===== src/drcs_pkg.sv =====
// Shared constants, codes and types for the dual-range current sensor.
package drcs_pkg;

  // Default parameter values
  localparam int ADC_BITS_DEF         = 12;
  localparam int FILTER_FRAC_BITS_DEF = 16;

  // Arithmetic constants
  localparam int MV_FULL_Q4 = 3300 * 16;   // full scale in mV, Q.4
  localparam int MA_SCALE   = 16000;       // Q.4 mV and Q8.8 gain to mA
  localparam int GAIN_MIN   = 3;           // 0.01 mV/A in Q8.8
  localparam int CUR_LIMIT  = 1000000;     // +-1000 A in mA
  localparam int EMA_DEN    = 10;          // 0.1 filter weight
  localparam int ACC_W      = 48;          // filter accumulator
  localparam int CH_W       = 32;          // channel currents
  localparam int CUR_W      = 21;          // clamped current
  localparam int DEN_W      = 16;          // divisor width
  localparam int MVQ_W      = 16;          // scaled reading, Q.4 mV
  localparam int MAG_W      = 17;          // corrected magnitude, Q.4 mV
  localparam int MA_NUM_W   = 31;          // channel divide numerator

  // Configuration port
  localparam int CFG_IDX_W  = 3;
  localparam int CFG_DATA_W = 20;

  typedef enum logic [CFG_IDX_W-1:0] {
    REG_MODE        = 3'd0,
    REG_OFFSET_LOW  = 3'd1,
    REG_OFFSET_HIGH = 3'd2,
    REG_DEADBAND    = 3'd3,
    REG_GAIN_LOW    = 3'd4,
    REG_GAIN_HIGH   = 3'd5,
    REG_SWITCH      = 3'd6
  } cfg_reg_t;

  // Sensor modes; codes from MODE_IDLE_LO up to MODE_IDLE_HI are idle
  localparam logic [2:0] MODE_NONE    = 3'd0;
  localparam logic [2:0] MODE_DUAL    = 3'd1;
  localparam logic [2:0] MODE_BUS     = 3'd2;
  localparam logic [2:0] MODE_SINGLE  = 3'd3;
  localparam logic [2:0] MODE_IDLE_LO = 3'd4;
  localparam logic [2:0] MODE_IDLE_HI = 3'd7;

  // Range codes
  localparam logic [1:0] RANGE_NONE = 2'd0;
  localparam logic [1:0] RANGE_LOW  = 2'd1;
  localparam logic [1:0] RANGE_HIGH = 2'd2;

  // Result beat layout
  localparam int OUT_CUR_LSB    = 0;
  localparam int OUT_AVG_LSB    = 21;
  localparam int OUT_RANGE_LSB  = 53;
  localparam int OUT_LO_LSB     = 55;
  localparam int OUT_HI_LSB     = 87;
  localparam int OUT_BADLO_BIT  = 119;
  localparam int OUT_BADHI_BIT  = 120;
  localparam int OUT_W          = 128;

  // Sequencer states
  typedef enum logic [3:0] {
    ST_IDLE,
    ST_MV_LD,
    ST_MV_RUN,
    ST_ADJ,
    ST_MA_LD,
    ST_MA_RUN,
    ST_SEL,
    ST_SUM,
    ST_EMA_LD,
    ST_EMA_RUN,
    ST_FIN,
    ST_OUT
  } drcs_state_t;

endpackage


===== src/dual_range_current_sense.sv =====
// Dual-range shunt current sensor: two ADC channels or a bus value, clamp and EMA filter.
//
// One beat in, one beat out. Each channel reading is scaled to Q.4 mV, offset
// corrected, deadbanded and divided by its mV/A gain; the selected current
// feeds a 0.1 exponential filter outside the idle modes. All divisions run on
// one bit-serial divider (DIV_W wide, 53 bits at default parameters) that
// yields one quotient bit per cycle, so the divider sets the time per beat.
// An invalid gain skips that channel's divide. A new beat is taken only while
// the sequencer is idle; the result waits in an output register, so the next
// beat is accepted while it is still pending. Configuration is taken every
// cycle and must only change while no beat is in flight.
module dual_range_current_sense #(
  parameter int ADC_BITS         = drcs_pkg::ADC_BITS_DEF,
  parameter int FILTER_FRAC_BITS = drcs_pkg::FILTER_FRAC_BITS_DEF
) (
  input  logic                             clk,
  input  logic                             rst_n,
  // Input beat
  input  logic                             in_tvalid,
  output logic                             in_tready,
  // tdata from bit 0 up: adc_low, adc_high, bus_current_ma, zero padding
  input  logic [((2*ADC_BITS+21+7)/8)*8-1:0] in_tdata,
  // Result beat
  output logic                             out_tvalid,
  input  logic                             out_tready,
  // tdata from bit 0 up: current_ma, avg_current_ma, range_used, low_range_ma,
  // high_range_ma, gain_low_bad, gain_high_bad, zero padding
  output logic [drcs_pkg::OUT_W-1:0]       out_tdata,
  // Configuration writes
  input  logic                             cfg_valid,
  output logic                             cfg_ready,
  input  logic [drcs_pkg::CFG_IDX_W-1:0]   cfg_index,
  input  logic [drcs_pkg::CFG_DATA_W-1:0]  cfg_data
);

  localparam int FS      = (1 << ADC_BITS) - 1;
  localparam int MV_N    = ADC_BITS + 16;
  localparam int SUM_W   = ((drcs_pkg::ACC_W + 4 > 32 + FILTER_FRAC_BITS) ?
                            drcs_pkg::ACC_W + 4 : 32 + FILTER_FRAC_BITS) + 1;
  localparam int DIV_W   = SUM_W;
  localparam int CNT_W   = $clog2(DIV_W + 1);
  localparam int ACC_W   = drcs_pkg::ACC_W;
  localparam int CH_W    = drcs_pkg::CH_W;
  localparam int CUR_W   = drcs_pkg::CUR_W;
  localparam int DEN_W   = drcs_pkg::DEN_W;
  localparam int MA_N    = drcs_pkg::MA_NUM_W;
  localparam int MAG_W   = drcs_pkg::MAG_W;
  localparam int MVQ_W   = drcs_pkg::MVQ_W;

  // Configuration registers
  logic [2:0]  mode_r;
  logic [11:0] off_lo_r;
  logic [11:0] off_hi_r;
  logic [11:0] db_r;
  logic [15:0] gain_lo_r;
  logic [15:0] gain_hi_r;
  logic [19:0] switch_r;

  // Sequencer
  drcs_pkg::drcs_state_t state_r, state_nxt;

  // Captured beat and working registers
  logic [ADC_BITS-1:0]     adc_lo_r;
  logic [ADC_BITS-1:0]     adc_hi_r;
  logic signed [20:0]      bus_r;
  logic                    chan_r;      // 0 low channel, 1 high channel
  logic [MVQ_W-1:0]        mvq_r;
  logic [MAG_W-1:0]        mag_r;
  logic                    neg_r;
  logic signed [CH_W-1:0]  lo_ma_r;
  logic signed [CH_W-1:0]  hi_ma_r;
  logic                    bad_lo_r;
  logic                    bad_hi_r;
  logic signed [CH_W-1:0]  raw_r;
  logic [1:0]              range_r;
  logic signed [SUM_W-1:0] sum_r;
  logic signed [ACC_W-1:0] acc_r;
  logic                    out_valid_r;
  logic [drcs_pkg::OUT_W-1:0] out_data_r;

  // Divider hookup
  logic             div_start;
  logic [CNT_W-1:0] div_len;
  logic [DIV_W-1:0] div_num;
  logic [DEN_W-1:0] div_den;
  logic             div_done;
  logic [DIV_W-1:0] quo;

  logic in_accept;
  logic out_load;

  assign in_accept = in_tvalid && in_tready;
  assign cfg_ready = 1'b1;

  // Configuration write
  always_ff @(posedge clk) begin
    if (!rst_n) begin
      mode_r    <= drcs_pkg::MODE_NONE;
      off_lo_r  <= '0;
      off_hi_r  <= '0;
      db_r      <= '0;
      gain_lo_r <= '0;
      gain_hi_r <= '0;
      switch_r  <= '0;
    end else if (cfg_valid && cfg_ready) begin
      case (drcs_pkg::cfg_reg_t'(cfg_index))
        drcs_pkg::REG_MODE:        mode_r    <= cfg_data[2:0];
        drcs_pkg::REG_OFFSET_LOW:  off_lo_r  <= cfg_data[11:0];
        drcs_pkg::REG_OFFSET_HIGH: off_hi_r  <= cfg_data[11:0];
        drcs_pkg::REG_DEADBAND:    db_r      <= cfg_data[11:0];
        drcs_pkg::REG_GAIN_LOW:    gain_lo_r <= cfg_data[15:0];
        drcs_pkg::REG_GAIN_HIGH:   gain_hi_r <= cfg_data[15:0];
        drcs_pkg::REG_SWITCH:      switch_r  <= cfg_data[19:0];
        default: ;
      endcase
    end
  end

  // Channel operand selection; single analog mode uses low input, high gain
  logic [ADC_BITS-1:0] adc_sel;
  logic [11:0]         off_sel;
  logic [15:0]         gain_sel;
  logic                gain_bad;
  logic                use_dual;
  logic                is_idle_mode;
  logic                chan_more;

  assign use_dual     = mode_r == drcs_pkg::MODE_DUAL;
  assign is_idle_mode = mode_r inside {[drcs_pkg::MODE_IDLE_LO:drcs_pkg::MODE_IDLE_HI]};
  assign adc_sel      = chan_r ? adc_hi_r : adc_lo_r;
  assign off_sel      = chan_r ? off_hi_r : off_lo_r;
  assign gain_sel     = (use_dual && !chan_r) ? gain_lo_r : gain_hi_r;
  assign gain_bad     = gain_sel < 16'(drcs_pkg::GAIN_MIN);
  assign chan_more    = use_dual && !chan_r;

  // Divide numerators
  logic [MV_N-1:0]  mv_num;
  logic [MA_N-1:0]  ma_num;
  logic [SUM_W-1:0] ema_mag;

  assign mv_num = MV_N'(adc_sel) * MV_N'(drcs_pkg::MV_FULL_Q4) + MV_N'(FS / 2);
  assign ma_num = MA_N'(mag_r) * MA_N'(drcs_pkg::MA_SCALE) + MA_N'(gain_sel >> 1);
  // |sum| + 5 for round half away from zero; ~x + 6 == -x + 5
  assign ema_mag = sum_r[SUM_W-1] ? ($unsigned(~sum_r) + SUM_W'(6))
                                  : ($unsigned(sum_r) + SUM_W'(5));

  drcs_sdiv #(
    .NUM_W(DIV_W),
    .DEN_W(DEN_W),
    .CNT_W(CNT_W)
  ) u_div (
    .clk  (clk),
    .rst_n(rst_n),
    .start(div_start),
    .len  (div_len),
    .num  (div_num),
    .den  (div_den),
    .done (div_done),
    .quo  (quo)
  );

  // State register
  always_ff @(posedge clk) begin
    if (!rst_n) begin
      state_r <= drcs_pkg::ST_IDLE;
    end else begin
      state_r <= state_nxt;
    end
  end

  // Next state and divider launch
  always_comb begin
    state_nxt = state_r;
    in_tready = 1'b0;
    div_start = 1'b0;
    div_len   = CNT_W'(DIV_W);
    div_num   = '0;
    div_den   = DEN_W'(drcs_pkg::EMA_DEN);
    out_load  = 1'b0;
    case (state_r)
      drcs_pkg::ST_IDLE: begin
        in_tready = 1'b1;
        if (in_tvalid) begin
          if (use_dual || mode_r == drcs_pkg::MODE_SINGLE) begin
            state_nxt = drcs_pkg::ST_MV_LD;
          end else begin
            state_nxt = drcs_pkg::ST_SEL;
          end
        end
      end
      drcs_pkg::ST_MV_LD: begin
        div_start = 1'b1;
        div_len   = CNT_W'(MV_N);
        div_num   = DIV_W'(mv_num) << (DIV_W - MV_N);
        div_den   = DEN_W'(FS);
        state_nxt = drcs_pkg::ST_MV_RUN;
      end
      drcs_pkg::ST_MV_RUN: begin
        if (div_done) state_nxt = drcs_pkg::ST_ADJ;
      end
      drcs_pkg::ST_ADJ: begin
        state_nxt = drcs_pkg::ST_MA_LD;
      end
      drcs_pkg::ST_MA_LD: begin
        div_len = CNT_W'(MA_N);
        div_num = DIV_W'(ma_num) << (DIV_W - MA_N);
        div_den = gain_sel;
        if (gain_bad) begin
          state_nxt = chan_more ? drcs_pkg::ST_MV_LD : drcs_pkg::ST_SEL;
        end else begin
          div_start = 1'b1;
          state_nxt = drcs_pkg::ST_MA_RUN;
        end
      end
      drcs_pkg::ST_MA_RUN: begin
        if (div_done) begin
          state_nxt = chan_more ? drcs_pkg::ST_MV_LD : drcs_pkg::ST_SEL;
        end
      end
      drcs_pkg::ST_SEL: begin
        state_nxt = is_idle_mode ? drcs_pkg::ST_OUT : drcs_pkg::ST_SUM;
      end
      drcs_pkg::ST_SUM: begin
        state_nxt = drcs_pkg::ST_EMA_LD;
      end
      drcs_pkg::ST_EMA_LD: begin
        div_start = 1'b1;
        div_num   = ema_mag;
        state_nxt = drcs_pkg::ST_EMA_RUN;
      end
      drcs_pkg::ST_EMA_RUN: begin
        if (div_done) state_nxt = drcs_pkg::ST_FIN;
      end
      drcs_pkg::ST_FIN: begin
        state_nxt = drcs_pkg::ST_OUT;
      end
      drcs_pkg::ST_OUT: begin
        if (!out_valid_r || out_tready) begin
          out_load  = 1'b1;
          state_nxt = drcs_pkg::ST_IDLE;
        end
      end
      default: begin
        state_nxt = drcs_pkg::ST_IDLE;
      end
    endcase
  end

  // Offset and deadband on the scaled reading
  logic signed [MAG_W:0] mv_corr;
  logic [MAG_W-1:0]      mv_abs;
  logic                  in_dead;

  assign mv_corr = $signed({2'b00, mvq_r}) - $signed({2'b00, off_sel, 4'b0000});
  assign mv_abs  = mv_corr[MAG_W] ? MAG_W'(-mv_corr) : MAG_W'(mv_corr);
  assign in_dead = mv_abs < {1'b0, db_r, 4'b0000};

  // Signed channel current; quotient stays below 2^29 so no saturation is hit
  logic [CH_W-1:0]        ma_q;
  logic signed [CH_W-1:0] ma_val;

  assign ma_q   = quo[CH_W-1:0];
  assign ma_val = neg_r ? $signed(-ma_q) : $signed(ma_q);

  // Range switch compare
  logic [CH_W-1:0] lo_abs;
  logic            use_low;

  assign lo_abs  = lo_ma_r[CH_W-1] ? -$unsigned(lo_ma_r) : $unsigned(lo_ma_r);
  assign use_low = lo_abs < CH_W'(switch_r);

  // Filter numerator: 9 * acc + raw scaled to the filter fraction
  logic signed [SUM_W-1:0] acc_ext;
  logic signed [SUM_W-1:0] raw_ext;
  logic signed [SUM_W-1:0] sum_nxt;

  assign acc_ext = SUM_W'(acc_r);
  assign raw_ext = SUM_W'(raw_r);
  assign sum_nxt = (acc_ext <<< 3) + acc_ext + (raw_ext <<< FILTER_FRAC_BITS);

  // Filter result, saturated to the accumulator range
  logic                    q_big;
  logic signed [ACC_W-1:0] acc_nxt;

  assign q_big = |quo[DIV_W-1:ACC_W-1];

  always_comb begin
    if (!sum_r[SUM_W-1]) begin
      acc_nxt = q_big ? {1'b0, {(ACC_W-1){1'b1}}} : $signed(quo[ACC_W-1:0]);
    end else begin
      acc_nxt = q_big ? {1'b1, {(ACC_W-1){1'b0}}} : $signed(-quo[ACC_W-1:0]);
    end
  end

  // Working datapath
  always_ff @(posedge clk) begin
    if (in_accept) begin
      adc_lo_r <= in_tdata[ADC_BITS-1:0];
      adc_hi_r <= in_tdata[2*ADC_BITS-1:ADC_BITS];
      bus_r    <= $signed(in_tdata[2*ADC_BITS+20:2*ADC_BITS]);
      chan_r   <= 1'b0;
      lo_ma_r  <= '0;
      hi_ma_r  <= '0;
      bad_lo_r <= 1'b0;
      bad_hi_r <= 1'b0;
    end
    case (state_r)
      drcs_pkg::ST_MV_RUN: begin
        if (div_done) mvq_r <= quo[MVQ_W-1:0];
      end
      drcs_pkg::ST_ADJ: begin
        mag_r <= in_dead ? '0 : mv_abs;
        neg_r <= mv_corr[MAG_W];
      end
      drcs_pkg::ST_MA_LD: begin
        if (gain_bad) begin
          if (chan_r) hi_ma_r <= '0;
          else        lo_ma_r <= '0;
          if (chan_r || !use_dual) bad_hi_r <= 1'b1;
          else                     bad_lo_r <= 1'b1;
          if (chan_more) chan_r <= 1'b1;
        end
      end
      drcs_pkg::ST_MA_RUN: begin
        if (div_done) begin
          if (chan_r) hi_ma_r <= ma_val;
          else        lo_ma_r <= ma_val;
          if (chan_more) chan_r <= 1'b1;
        end
      end
      drcs_pkg::ST_SEL: begin
        case (mode_r)
          drcs_pkg::MODE_DUAL: begin
            raw_r   <= use_low ? lo_ma_r : hi_ma_r;
            range_r <= use_low ? drcs_pkg::RANGE_LOW : drcs_pkg::RANGE_HIGH;
          end
          drcs_pkg::MODE_BUS: begin
            raw_r   <= CH_W'(bus_r);
            range_r <= drcs_pkg::RANGE_NONE;
          end
          drcs_pkg::MODE_SINGLE: begin
            raw_r   <= lo_ma_r;
            range_r <= drcs_pkg::RANGE_LOW;
          end
          default: begin
            raw_r   <= '0;
            range_r <= drcs_pkg::RANGE_NONE;
          end
        endcase
      end
      drcs_pkg::ST_SUM: begin
        sum_r <= sum_nxt;
      end
      default: ;
    endcase
  end

  // Filter accumulator
  always_ff @(posedge clk) begin
    if (!rst_n) begin
      acc_r <= '0;
    end else if (state_r == drcs_pkg::ST_FIN) begin
      acc_r <= acc_nxt;
    end
  end

  // Clamped current and integer part of the filter
  logic [CUR_W-1:0]        cur_val;
  logic signed [ACC_W-1:0] acc_sh;
  logic                    avg_pos_ovf;
  logic                    avg_neg_ovf;
  logic [CH_W-1:0]         avg_val;

  always_comb begin
    if (raw_r > CH_W'(drcs_pkg::CUR_LIMIT)) begin
      cur_val = CUR_W'(drcs_pkg::CUR_LIMIT);
    end else if (raw_r < CH_W'(-drcs_pkg::CUR_LIMIT)) begin
      cur_val = CUR_W'(-drcs_pkg::CUR_LIMIT);
    end else begin
      cur_val = raw_r[CUR_W-1:0];
    end
  end

  assign acc_sh      = acc_r >>> FILTER_FRAC_BITS;
  assign avg_pos_ovf = !acc_sh[ACC_W-1] && (|acc_sh[ACC_W-2:CH_W-1]);
  assign avg_neg_ovf = acc_sh[ACC_W-1] && !(&acc_sh[ACC_W-2:CH_W-1]);
  assign avg_val     = avg_pos_ovf ? {1'b0, {(CH_W-1){1'b1}}} :
                       avg_neg_ovf ? {1'b1, {(CH_W-1){1'b0}}} : acc_sh[CH_W-1:0];

  // Result beat packing
  logic [drcs_pkg::OUT_W-1:0] out_data_nxt;

  always_comb begin
    out_data_nxt = '0;
    out_data_nxt[drcs_pkg::OUT_CUR_LSB   +: CUR_W] = cur_val;
    out_data_nxt[drcs_pkg::OUT_AVG_LSB   +: CH_W]  = avg_val;
    out_data_nxt[drcs_pkg::OUT_RANGE_LSB +: 2]     = range_r;
    out_data_nxt[drcs_pkg::OUT_LO_LSB    +: CH_W]  = lo_ma_r;
    out_data_nxt[drcs_pkg::OUT_HI_LSB    +: CH_W]  = hi_ma_r;
    out_data_nxt[drcs_pkg::OUT_BADLO_BIT]          = bad_lo_r;
    out_data_nxt[drcs_pkg::OUT_BADHI_BIT]          = bad_hi_r;
  end

  // Output register
  always_ff @(posedge clk) begin
    if (!rst_n) begin
      out_valid_r <= 1'b0;
    end else if (out_load) begin
      out_valid_r <= 1'b1;
    end else if (out_tready) begin
      out_valid_r <= 1'b0;
    end
  end

  always_ff @(posedge clk) begin
    if (out_load) out_data_r <= out_data_nxt;
  end

  assign out_tvalid = out_valid_r;
  assign out_tdata  = out_data_r;

endmodule


===== src/drcs_sdiv.sv =====
// Bit-serial restoring divider: one quotient bit per cycle.
module drcs_sdiv #(
  parameter int NUM_W = 53,
  parameter int DEN_W = drcs_pkg::DEN_W,
  parameter int CNT_W = 6
) (
  input  logic             clk,
  input  logic             rst_n,
  input  logic             start,
  input  logic [CNT_W-1:0] len,    // quotient bits to produce, at least one
  input  logic [NUM_W-1:0] num,    // numerator, left-aligned to len bits
  input  logic [DEN_W-1:0] den,
  output logic             done,   // one-cycle pulse, quo valid until next start
  output logic [NUM_W-1:0] quo
);

  logic             busy_r;
  logic             done_r;
  logic [CNT_W-1:0] cnt_r;
  logic [NUM_W-1:0] num_r;
  logic [DEN_W-1:0] den_r;
  logic [DEN_W-1:0] rem_r;

  logic [DEN_W:0]   rem_sh;
  logic             fits;

  // Trial subtract of the next partial remainder
  assign rem_sh = {rem_r, num_r[NUM_W-1]};
  assign fits   = rem_sh >= {1'b0, den_r};

  // Control
  always_ff @(posedge clk) begin
    if (!rst_n) begin
      busy_r <= 1'b0;
      done_r <= 1'b0;
      cnt_r  <= '0;
    end else begin
      done_r <= 1'b0;
      if (start) begin
        busy_r <= 1'b1;
        cnt_r  <= len;
      end else if (busy_r) begin
        cnt_r <= cnt_r - CNT_W'(1);
        if (cnt_r == CNT_W'(1)) begin
          busy_r <= 1'b0;
          done_r <= 1'b1;
        end
      end
    end
  end

  // Numerator shifts out the top while quotient bits enter at the bottom
  always_ff @(posedge clk) begin
    if (start) begin
      num_r <= num;
      den_r <= den;
      rem_r <= '0;
    end else if (busy_r) begin
      num_r <= {num_r[NUM_W-2:0], fits};
      if (fits) begin
        rem_r <= DEN_W'(rem_sh - {1'b0, den_r});
      end else begin
        rem_r <= rem_sh[DEN_W-1:0];
      end
    end
  end

  assign done = done_r;
  assign quo  = num_r;

endmodule


===== config.mk =====
export PLATFORM = sky130hd
export DESIGN_NAME = dual_range_current_sense
export DESIGN_NICKNAME = d
export VERILOG_FILES = /design/src/drcs_pkg.sv /design/src/dual_range_current_sense.sv /design/src/drcs_sdiv.sv
export SDC_FILE = /design/constraint.sdc
export NUM_CORES = 2
export LEC_CHECK = 0
export BUFFER_PORTS_ARGS = -buffer_cell sky130_fd_sc_hd__buf_4
export CAP_MARGIN = 20
export CORE_MARGIN = 5
export CORE_UTILIZATION = 30
export CTS_CLUSTER_SIZE = 14
export DETAILED_ROUTE_END_ITERATION = 8
export SYNTH_ARGS = -nofsm -noshare
export SYNTH_HDL_FRONTEND = slang
export SYNTH_HIERARCHICAL = 1
export SYNTH_SLANG_ARGS = --single-unit

===== constraint.sdc =====
create_clock -name clk -period 11.5 [get_ports clk]
set_input_delay 1.15 -clock clk [delete_from_list [all_inputs] [get_ports clk]]
set_output_delay 1.15 -clock clk [all_outputs]
set_load 0.02 [all_outputs]

==> metrics.yaml <==
outcome:
  outcome: "complete, no violations"
global_route:
  grt_overflow_total: 0
  grt_use_total_pct: 16.67
  antenna_found_initial: 3
  grt_pass1_vias: 29640
  grt_start_max_net_pins: 110
  grt_pass1_wl_um: 178400
setup_path:
  path_cells: "mux2i_1, inv_1, ha_1, inv_1, fa_1, inv_1, fa_1, fa_1, inv_1, fa_1, inv_1, ha_1, o21ai_0, o21a_1, a211o_1, o21ai_0, xor2_1, nand3_1, nor3b_1, nand3_1, mux2i_1, o221ai_1, mux2_2"
  crit_slowest_cell: "dfxtp_2"
  start_kind: "register"
  critical_path_buf_inv_count: 5
  crit_family: "adder cells"
  crit_top_cell: "inv_1"
  critPathMaxFanout: 13
  worst_setup_path_end_kind: "register"
  slowest_delay_ns: 0.63
  worstSetupPathType: "register to register"
  arrival_ns: 7.65
  cp.required_ns: 11.88
pwr:
  p_per_area_nw_per_um2: 286.8
  p_leak_nw: 17.22
  ir_worst_vdd_mv: 0.4167
  power_mw: 12.66
sta:
  setup_tns_ns: 0
  grt_setup_unrepaired: "false"
  final_hold_viol_count: 0
  worst_slew_pin_slew_ns: 1.094
  fin_worst_skew_ns: 0.07285
  period_needed_ns: 7.262
  max_freq_mhz: 137.7
  relSlewSlack_pct: 27.04
  final.period_utilization_pct: 63.15
  setup_viol_count_final: 0
  drv_slew: 0
  setup_ws_ns: 4.238
yosys:
  synth_area_um2: 38750
  yosysWarnings: 6
  synth-seq-area-share_pct: 39.72
  async_reset_ff_share_pct: 0
  yosys.area.top_type: "edfxtp_1"
  synth_ff_type: "edfxtp_1"
  synth-edff-count: 356
  yosysMostFrequentCell: "nand2_1"
  synth_seq_cells: 591
  synth_top_area_share_pct: 27.59
  netlist_instances: 4033
  ys_top_cells_by_count: "476 x nand2_1, 356 x edfxtp_1, 287 x inv_1, 263 x nor2_1, 262 x ha_1"
  synth.distinct_cells: 94
  synth_area_per_cell_um2: 9.609
  synth.area.top_cells: "edfxtp_1 28%, dfxtp_1 12%, ha_1 8.5%, fa_1 6.6%, nand2_1 4.6%"
clock_network:
  holdBufCountCts: 0
  worstSkewPairLatency_ns: 0.69
  cts_buffer_depth: 3
  cts_root_buffer: "clkbuf_16"
  cts_tree: "yes"
  cts_max_level: 2
  cts_buffers: 60
  path_clk_slew_ns: 0.07
  cts_setup_buffers: 0
  clock-sinks: 591
  cts_resized: 0
floorplan:
  die_h_um: 369.4
  boundaryPins: 207
  placementRows: 131
  coreArea_um2: 128000
  start_util_pct: 30.27
  die_area_um2: 136500
  die_w_um: 369.4
layout:
  diodes: 0
  fill_cells: 12930
  multiInputGateArea_um2: 21640
  area_growth_pct: 13.95
  ff_latch_area_um2: 15400
  nets: 4635
  final_cells: 5951
  layout-drive-gt1-share_pct: 10.75
routing:
  wl_um: 117600
  drcViolationCount: 0
  vias: 30530
  drt_first_iter_violations: 2507
  dr.pass1.iters: 5
  wl_per_cell_um: 19.76
  vias_per_cell: 5.131
  final_antenna_net_count: 0
placed_design:
  numPortBuffers: 195
  dp_slack_ns: 4.213
  place_hpwl_um: 89670
  gp_congestion: 0.8885
  dp_cells: 5836
flow_run:
  drv_cap: 0
hold_path:
  hold_class: "register to register"
## registers in the layout (all words and copies together) (netlist names), 16 cells and up
register and flops:
out_tdata 121, sum_r 53, u_div/quo 53, acc_r 48, hi_ma_r 32, lo_ma_r 32
raw_r 32, bus_r 21, switch_r 20, mag_r 17, gain_hi_r 16, gain_lo_r 16
mvq_r 16, u_div/den_r 16, u_div/rem_r 16
## per-layer routing
metal / global-route usage (%) / wire, um / vias up
li1: - / - / 14630
met1: 21.67 / 50460 / 14810
met2: 27.69 / 54970 / 904
met3: 2.886 / 7111 / 188
met4: 6.427 / 5020 / 0
met5: 0 / 0 / -
## report_power, final
group          total (mW)  internal [mW]  switching, mW  leakage (nW)
Combinational        7.67           3.02           4.64          11.0
Clock                2.06           1.15          0.916         0.973
Sequential           2.93           2.60          0.330          5.23
## cells in the final DEF (no fill, tap or decap), types with 61 or more instances in the layout
cell / Yosys / layout
nand2_1: 476 / 476
edfxtp_1: 356 / 356
inv_1: 287 / 285
ha_1: 262 / 262
nor2_1: 263 / 261
o21ai_0: 261 / 261
buf_4: 10 / 237
dfxtp_1: 235 / 234
a21oi_1: 200 / 200
xnor2_1: 161 / 161
fa_1: 127 / 127
xor2_1: 95 / 95
a21boi_0: 95 / 95
nor3_1: 80 / 74
a21o_1: 73 / 73
nand3_1: 64 / 63
mux2i_1: 61 / 61
## cell type report
| type | instances | share of cell area [%] |
|---|---|---|
| clock inverter | 38 | 1.020 |
| multi-input combinational | 2988 | 49.00 |
| inverter | 290 | 2.465 |
| tap | 1729 | 4.899 |
| sequential | 591 | 34.86 |
| clock buffer | 76 | 3.672 |
| timing repair buffer | 239 | 4.080 |
## path summary, 6_finish.rpt
kind,start,endpoint,slack (ns),depth (start not counted)
setup / recovery,chan_r,u_div/quo[52],4.24,23
hold / removal,range_r[0],out_tdata[53],0.45,0
setup reg to reg,chan_r,u_div/quo[52],4.24,23
hold reg to reg,range_r[0],out_tdata[53],0.45,0
## cells by family (layout without fill, tap and decap cells)
| group | Yosys count | in the layout | synth area share [%] |
|---|---|---|---|
| AND/OR/NAND/NOR | 1260 | 1260 | 15.53 |
| AO/OA/AOI/OAI | 952 | 952 | 15.88 |
| flip-flops | 591 | 591 | 39.72 |
| buffers and inverters | 462 | 643 | 4.723 |
| adder cells (fa/ha/maj) | 389 | 389 | 15.02 |
| XOR/XNOR | 256 | 256 | 5.786 |
| multiplexers | 121 | 121 | 3.319 |
| other | 2 | 10 | 0.01938 |
## worst register-to-register path, stage by stage (launching register included)
cell and delay, ns:
dfxtp_2 0.63, mux2i_1 0.48, inv_1 0.16, ha_1 0.38, inv_1 0.08, fa_1 0.55, inv_1 0.06, fa_1 0.50
fa_1 0.55, inv_1 0.05, fa_1 0.52, inv_1 0.05, ha_1 0.35, o21ai_0 0.12, o21a_1 0.19, a211o_1 0.32
o21ai_0 0.44, xor2_1 0.26, nand3_1 0.15, nor3b_1 0.35, nand3_1 0.15, mux2i_1 0.25, o221ai_1 0.15, mux2_2 0.28
## through the flow
step / util (%) / cell area (um^2) / hold slack (ns)
floorplan: - / 38780 / 0.4003
global placement: 32.86 / 42070 / 0.4468
detailed placement: 32.87 / 42080 / 0.4427
CTS: 34.49 / 44150 / 0.4580
global route: 34.50 / 44160 / 0.4584
finish: 34.50 / 44160 / 0.4549
Note: power is estimated with default switching activity, not from simulation.
